$ cat config.mk
export PLATFORM = sky130hd
export DESIGN_NAME = ncp_ctrl
export DESIGN_NICKNAME = d
export VERILOG_FILES = /design/src/design/ncp_pkg.sv /design/src/design/ncp_ctrl.sv
export SDC_FILE = /design/constraint.sdc
export NUM_CORES = 1
export LEC_CHECK = 0
export BUFFER_PORTS_ARGS = -buffer_cell sky130_fd_sc_hd__buf_2
export CELL_PAD_IN_SITES_DETAIL_PLACEMENT = 2
export CELL_PAD_IN_SITES_GLOBAL_PLACEMENT = 2
export CORE_AREA = 2 2 39 41
export CTS_CLUSTER_DIAMETER = 150
export DETAILED_ROUTE_END_ITERATION = 8
export DIE_AREA = 0 0 41 43
export PLACE_DENSITY = 0.54
export SYNTH_ARGS = -nofsm -noshare
export SYNTH_HDL_FRONTEND = slang
export SYNTH_SLANG_ARGS = --single-unit
$ cat constraint.sdc
create_clock -name clk -period 0.8 [get_ports clk]
set_input_delay 0.2 -clock clk [delete_from_list [all_inputs] [get_ports clk]]
set_output_delay 0.2 -clock clk [all_outputs]
set_load 0.005 [all_outputs]
$ cat src/design/ncp_pkg.sv
// ----------------------------------------------------------------------------
// ncp_pkg
// Shared constants, field layout and controller/datapath interface types for
// the neighbour category proportions block.
// ----------------------------------------------------------------------------
`default_nettype none

package ncp_pkg;

    // Result layout: six Q1.16 shares (17 bits, 65536 = 1.0) and a total.
    localparam int OUT_BINS   = 6;
    localparam int PROP_W     = 17;
    localparam int CNT_W      = 8;
    localparam int CAT_W      = 3;
    localparam int ENTRY_W    = 4;
    localparam int VACANT_BIT = 3;
    localparam int MIN_BINS   = 2;
    localparam int ITER_W     = 5;

    // Reset value of the bin count register.
    localparam logic [CAT_W-1:0] BIN_COUNT_RESET = 3'd6;

    // Input request tdata layout, lowest bit first.
    localparam int IDX_W      = 12;
    localparam int IDX_LSB    = 0;
    localparam int OOR_BIT    = 12;
    localparam int CAT_LSB    = 13;
    localparam int EMPTY_BIT  = 16;
    localparam int IN_DATA_W  = 24;

    // Output tdata layout: prop_0 .. prop_5, then the total, zero padded.
    localparam int TOTAL_LSB  = OUT_BINS * PROP_W;
    localparam int OUT_DATA_W = 112;

    // Request kinds carried in tuser.
    localparam logic MODE_LOAD      = 1'b0;
    localparam logic MODE_NEIGHBOUR = 1'b1;

    // Commands from the controller to the datapath.
    typedef struct packed {
        logic accept;    // an input request is taken this cycle
        logic count;     // store entry is on the read port: update counters
        logic div_step;  // one quotient bit of the shared divider
        logic load_out;  // move shares into the output register, clear counters
    } ncp_cmd_t;

    // Status from the datapath to the controller.
    typedef struct packed {
        logic last;      // captured neighbour closes the cell
        logic iter_done; // divider is on the final quotient bit
        logic bin_done;  // divider is on the final bin
        logic out_free;  // output register can take a new result
    } ncp_stat_t;

endpackage

`default_nettype wire

$ cat src/design/ncp_ctrl.sv
// ----------------------------------------------------------------------------
// ncp_ctrl
// Controller: sequences store reads, counting, the share division and the
// hand-over to the output register.
// ----------------------------------------------------------------------------
`default_nettype none

module ncp_ctrl
    import ncp_pkg::*;
(
    input  wire logic      clk,
    input  wire logic      rst_n,
    input  wire logic      in_valid,
    input  wire logic      mode,
    output logic           in_ready,
    input  wire ncp_stat_t stat,
    output ncp_cmd_t       cmd
);

    typedef enum logic [1:0] {
        ST_IDLE,
        ST_COUNT,
        ST_DIV,
        ST_FLUSH
    } state_t;

    state_t state_reg;
    state_t state_next;
    logic   ready_reg;
    logic   accept;

    assign accept   = in_valid && ready_reg;
    assign in_ready = ready_reg;

    // Command decode.
    assign cmd.accept   = accept;
    assign cmd.count    = (state_reg == ST_COUNT);
    assign cmd.div_step = (state_reg == ST_DIV);
    assign cmd.load_out = (state_reg == ST_FLUSH) && stat.out_free;

    // Next state.
    always_comb
    begin
        state_next = state_reg;
        case (state_reg)
            ST_IDLE:
            begin
                if (accept && (mode == MODE_NEIGHBOUR))
                begin
                    state_next = ST_COUNT;
                end
            end
            ST_COUNT:
            begin
                state_next = stat.last ? ST_DIV : ST_IDLE;
            end
            ST_DIV:
            begin
                if (stat.iter_done && stat.bin_done)
                begin
                    state_next = ST_FLUSH;
                end
            end
            ST_FLUSH:
            begin
                if (stat.out_free)
                begin
                    state_next = ST_IDLE;
                end
            end
            default:
            begin
                state_next = ST_IDLE;
            end
        endcase
    end

    // State and registered ready.
    always_ff @(posedge clk or negedge rst_n)
    begin
        if (!rst_n)
        begin
            state_reg <= ST_IDLE;
            ready_reg <= 1'b0;
        end
        else
        begin
            state_reg <= state_next;
            ready_reg <= (state_next == ST_IDLE);
        end
    end

endmodule

`default_nettype wire

* Word-level counts from Yosys, hierarchy flattened
Index checks and enable logic that the tools add are counted.
** Word-level totals
- Output and inout bits :: 5
- Input bits :: 8
- Flip-flop bits (word level) :: 3
** Cells by class
- Equality and inequality tests :: 3
- Reductions and logical operators :: 6
- Multiplexer cells :: 5
** Operators by type and width (count)
- $mux W2 :: 4
- $pmux W2 S4 :: 1
- $eq A2 B2 Y1 const B :: 2
- $logic_and A1 B1 Y1 :: 4
- $logic_not A2 Y1 :: 2
- $eq A2 B1 Y1 const B :: 1

* Depth between registers and ports, before layout
Gate-level depths: netlist of the first run.
- Word-level depth :: 5
- Depth in mapped cells :: 3
- Mapped depth without buffers :: 3

* Worst setup path after synthesis of the first run
No wires, ideal clock.
- Path kind :: register to register
- Start :: reg state_reg[0]
- End :: reg state_reg[0]
- Stages on the path, launching flop included :: 4
- Arrival :: 0.735 ns
- Path slack :: -0.065 ns
- Required time :: 0.670 ns
- Setup time :: 0.130 ns
- Period minus slack after synthesis :: 0.865 ns
- Cell sequence :: dfrtp_1 -> and2b_1 -> nand3_1 -> o211ai_1
** RTL lines
- from (decl) :: RTL line ncp_ctrl.sv:27 : state_t state_reg;
- from (signal assigned) :: RTL line ncp_ctrl.sv:88 : state_reg <= state_next;

==> results of run 1 <==
[what timing repair did]
item	in CTS	in global routing
endpoints found under the hold margin	3	0
gates cloned	0	0
pin swaps	3	3
buffers inserted	5	1
hold buffers	1	0
setup endpoints to repair	8	8
resized for setup	7	0
[power groups by stage]
stage / Combinational [uW] / Sequential, uW / Clock, uW
5_1_grt: 743 / 304 / 310
2_1_floorplan: 258 / 288 / 0
6_report: 679 / 290 / 296
3_3_place_gp: 378 / 295 / 0
3_5_place_dp: 387 / 305 / 0
4_1_cts: 678 / 291 / 287
[through the flow]
| step | std cells | worst slack [ns] | hold slack [ns] | power (uW) |
|---|---|---|---|---|
| after detailed placement | 43 | -0.149 | 0.00121 | 692 |
| after CTS | 53 | -0.401 | 0.169 | 1260 |
| after global placement | 43 | -0.135 | 0.000499 | 673 |
| after floorplan | 16 | -0.0576 | -0.0956 | 546 |
| final | 53 | -0.412 | 0.165 | 1260 |
| after global routing | 53 | -0.437 | 0.174 | 1360 |
[area by class of cell]
type | count | area (sq um)
clock buffer | 4 | 26.3
tap | 16 | 20.0
fill | 169 | 1030
timing repair buffer | 18 | 124
multi-input combinational | 12 | 108
sequential | 3 | 75.1
[final timing paths]
check,slack [ns],endpoint,depth (start not counted),start
max,-0.41,cmd[1],2,state_reg[0]$_DFF_PN0_
min,0.17,in_ready$_DFF_PN0_,2,mode
max reg2reg,-0.27,state_reg[0]$_DFF_PN0_,5,state_reg[1]$_DFF_PN0_
min reg2reg,0.62,state_reg[0]$_DFF_PN0_,2,state_reg[0]$_DFF_PN0_
max in group asynchronous,0.40,in_ready$_DFF_PN0_,2,rst_n
min in group asynchronous,0.28,state_reg[1]$_DFF_PN0_,2,rst_n
[Yosys cell counts]
| master | instances | area share (%) |
|---|---|---|
| a21oi_1 | 1 | 3.1 |
| a31oi_2 | 1 | 7.6 |
| and2_1 | 1 | 3.8 |
| and2b_1 | 2 | 9.2 |
| and3_4 | 1 | 6.9 |
| buf_4 | 1 | 4.6 |
| dfrtp_1 | 3 | 46 |
| nand2_1 | 1 | 2.3 |
| nand3_1 | 2 | 6.1 |
| nor2_1 | 1 | 2.3 |
| nor2_2 | 1 | 3.8 |
| o211ai_1 | 1 | 4.6 |
[metal layers]
metal | track usage [%] | up-vias | share of wire, %
li1 | - | 97 | -
met1 | 10.4 | 100 | 35
met2 | 14.7 | 16 | 49
met3 | 5.76 | 2 | 12
met4 | 6.00 | 0 | 3.9
met5 | 0 | - | 0
[kinds of logic (layout without fill, tap and decap cells)]
group,after synthesis,in the layout,synth area share (%)
compound gates,3,3,15.3
buf+inv,1,22,4.58
flops,3,3,45.8
simple gates,9,9,34.3
==> reports/results.txt, run 1 <==
Post-Synthesis Cells: 16
most frequent cells in the layout: buf_2, buf_4, clkbuf_4, dfrtp_1, buf_6
vias in the first global route: 252
Distinct cells, synth: 12
DR vias/cell: 4.06
Sink Count: 3
Ant. Diodes: 0
Critical Path Source Type: flip-flop
switching share of power: 37.4%
clk_skew: 0.00919 ns
Final Net Count: 46
fin crit period: 1.21 ns
Die Ht: 43 microns
Seq cells post-synth: 3
final period utilization: 152%
leakage power: 0.000171 uW
clock tree buffer depth: 2
H-tree depth: 1
clock power share: 23.4%
Crit. End Element: output port
Critical-path top delay cell: dfrtp_1
NetSw: 473 uW
synth-to-layout area growth: 115%
leading cell type in the layout, fill and taps excluded: buf_2
pin count of the biggest net entering global routing: 6
Bufs and invs on worst path: 1
top fanout value on the critical path: 5
global-route wire length before repair: 1100 microns
Post-Syn Nets: 24
via count: 215
Fin. Hold Viols: 0
DRT Pass-1 Iters: 1
IO buf count: 12
failing checks: negative setup slack
1st-iter DRT viols: 0
Reg clk slew, reported paths: 0.04 ns
CP required: 0.60 ns
worst setup margin: -0.412 ns
worst min path class: in2reg
Num CTS Buffers: 3
VDD IR max: 0.973 mV
gp weighted congestion: 0.667
Placed Area: 244 sq um
GRT Util Overall: 9.97%
max_cap viols: 0
DIE AREA: 0.00176 sq mm
Gate power share: 53.7%
grt ovf: 0
Crit path arrival time: 1.01 ns
sequential share of power: 22.9%
Routed WL per cell: 13.1 microns
Max Clock Freq: 825 MHz
CTS tree: built
Detail Placement HPWL: 421 microns
Seq/Total Area, Yosys: 45.8%
Root Driver: clkbuf_4
critical path's largest stage delay: 0.41 ns
clock insertion delay at the later pin of the skew report: 0.25 ns
warnings from Yosys: 0
core area: 0.00138 sq mm
max reg flops: 2
Starting Density: 11.8%
worst-margin pin slew: 0.166 ns
average cell area after synthesis: 10.2 sq um
end-of-flow core utilization: 25.5%
Rel. slew slack: 88.9%
crit path kind: reg2out
Cell Pwr Density: 3580 mW/mm^2
crit path cell chain: and2b_1, buf_2
Int Power: 791 uW
Top delay family on crit path: flip-flops
Ports: 13
setup total negative slack: -2.16 ns
status: complete, but fails checks
Die X: 41 microns
design area: 353 sq um
row cnt: 14
final setup vio count: 8
Post-DRT Antenna Nets: 0
drt drc: 0
initial antenna violation count: 0
DRT Wirelength: 692 microns
Final Slew Violations: 0
post-synthesis cell area: 164 sq um
layout cell share with drive strength beyond 1: 70.3%
RSZ-0062 raised after global routing: true
Note: power is estimated with default switching activity, not from simulation.
==> run 2: changes to the inputs <==
Settings changed: CTS_BUF_LIST set to sky130_fd_sc_hd__clkbuf_8.
==> reports/results.txt, run 2 (synthesis results as in run 1) <==
Detail Placement HPWL: 421 microns (unchanged)
Die Ht: 43 microns (unchanged)
GRT Util Overall: 8.66% (-1.3 points)
worst-margin pin slew: 0.169 ns (+0.00339 ns)
critical path's largest stage delay: 0.42 ns (about the same)
status: complete, but fails checks
DR vias/cell: 3.98 (-1.9%)
IO buf count: 12 (unchanged)
worst setup margin: -0.385 ns (+0.0270 ns)
Bufs and invs on worst path: 1 (unchanged)
Routed WL per cell: 12.2 microns (-6.9%)
Hold WS: 0.207 ns (+0.0417 ns)
worst min path class: in2reg
initial antenna violation count: 0 (unchanged)
CP required: 0.60 ns (about the same)
drt drc: 0 (unchanged)
post-place setup slack: -0.149 ns (unchanged)
Post-DRT Antenna Nets: 0 (unchanged)
clock tree buffer depth: 2 (unchanged)
Die X: 41 microns (unchanged)
Ports: 13 (unchanged)
Inst Count DP: 43 (unchanged)
Final Slew Violations: 0 (unchanged)
leading cell type in the layout, fill and taps excluded: buf_2
Num CTS Buffers: 3 (unchanged)
via count: 207 (-3.7%)
Crit path arrival time: 0.99 ns (-0.02 ns)
1st-iter DRT viols: 1 (+1)
crit path kind: reg2out
layout cell share with drive strength beyond 1: 72.2% (+2.0 points)
Root Driver: clkbuf_8
grt ovf: 0 (unchanged)
max reg flops: 2 (unchanged)
Fin. Hold Viols: 0 (unchanged)
design area: 359 sq um (+1.8%)
Rel. slew slack: 88.7% (-0.18 points)
max_cap viols: 0 (unchanged)
DRT Pass-1 Iters: 2 (+1)
row cnt: 14 (unchanged)
Crit. End Element: output port
Critical-path top delay cell: dfrtp_1
leakage power: 0.000176 uW (+2.9%)
Max Clock Freq: 844 MHz (+2.3%)
Cell Pwr Density: 3870 mW/mm^2 (+8.0%)
Starting Density: 11.8% (unchanged)
global-route wire length before repair: 952 microns (-14%)
Final Net Count: 45 (-2.2%)
Sink Count: 3 (unchanged)
vias in the first global route: 236 (-6.3%)
crit path cell chain: and2b_1, buf_2
core area: 0.00138 sq mm (unchanged)
clk_skew: 0.000666 ns (-0.00852 ns)
fin crit period: 1.19 ns (-0.0270 ns)
H-tree depth: 1 (unchanged)
top fanout value on the critical path: 5 (unchanged)
RSZ-0062 raised after global routing: true
failing checks: negative setup slack
DRT Wirelength: 632 microns (-8.7%)
final setup vio count: 8 (unchanged)
clock insertion delay at the later pin of the skew report: 0.21 ns (-0.04 ns)
Placed Area: 244 sq um (unchanged)
setup total negative slack: -1.86 ns (+0.304 ns)
pin count of the biggest net entering global routing: 6 (unchanged)
VDD IR max: 1.36 mV (+40%)
most frequent cells in the layout: buf_2, clkbuf_8, buf_4
Critical Path Source Type: flip-flop
DIE AREA: 0.00176 sq mm (unchanged)
Reg clk slew, reported paths: 0.03 ns (about the same)
post-route insts no fill: 52 (-1.9%)
Ant. Diodes: 0 (unchanged)
synth-to-layout area growth: 119%
Top delay family on crit path: flip-flops
final period utilization: 148% (-3.4 points)
gp weighted congestion: 0.667 (unchanged)
CTS tree: built
## run 2: where the power goes
group,switching (uW),total [uW],internal (uW)
combinational,278,651,373
sequential,82.2,312,230
clock,99.7,426,327
total,460,1390,930
## run 2: path summary, 6_finish.rpt
path                                              from                      to  slack, ns  depth (start not counted)
worst max register to register  state_reg[0]$_DFF_PN0_      in_ready$_DFF_PN0_      -0.19                          4
worst min-delay path                              mode      in_ready$_DFF_PN0_       0.21                          2
min in group asynchronous                        rst_n  state_reg[0]$_DFF_PN0_       0.33                          2
worst max-delay path            state_reg[0]$_DFF_PN0_                  cmd[1]      -0.39                          2
max in group asynchronous                        rst_n  state_reg[1]$_DFF_PN0_       0.35                          2
worst min register to register  state_reg[0]$_DFF_PN0_  state_reg[0]$_DFF_PN0_       0.65                          2
## run 2: layout make-up
type | count | area, sq um
clock buffer | 3 | 41.3
clock inverter | 1 | 3.75
fill | 169 | 1020
multi-input combinational | 12 | 108
sequential | 3 | 76.3
tap | 16 | 20.0
timing repair buffer | 17 | 110
## run 2: stage by stage
stage / total power [uW] / util [%]
after floorplan: 546 / -
after global placement: 673 / 17.6
after detailed placement: 692 / 17.6
after CTS: 1290 / 24.2
after global routing: 1480 / 25.9
final: 1390 / 25.9
## run 2: layer usage
| metal | wire length [microns] | track usage [%] |
|---|---|---|
| met1 | 246 | 8.77 |
| met2 | 319 | 12.2 |
| met3 | 66 | 5.76 |
| met4 | 0 | 6.00 |
| met5 | 0 | 0 |
## run 2: repair_timing
action / CTS / global route
endpoints found under the hold margin: 3 / 0
buffers inserted: 3 / 2
pin swaps: 1 / 3
endpoints found under the setup margin: 8 / 8
hold buffers: 1 / 0
resized for setup: 3 / 4
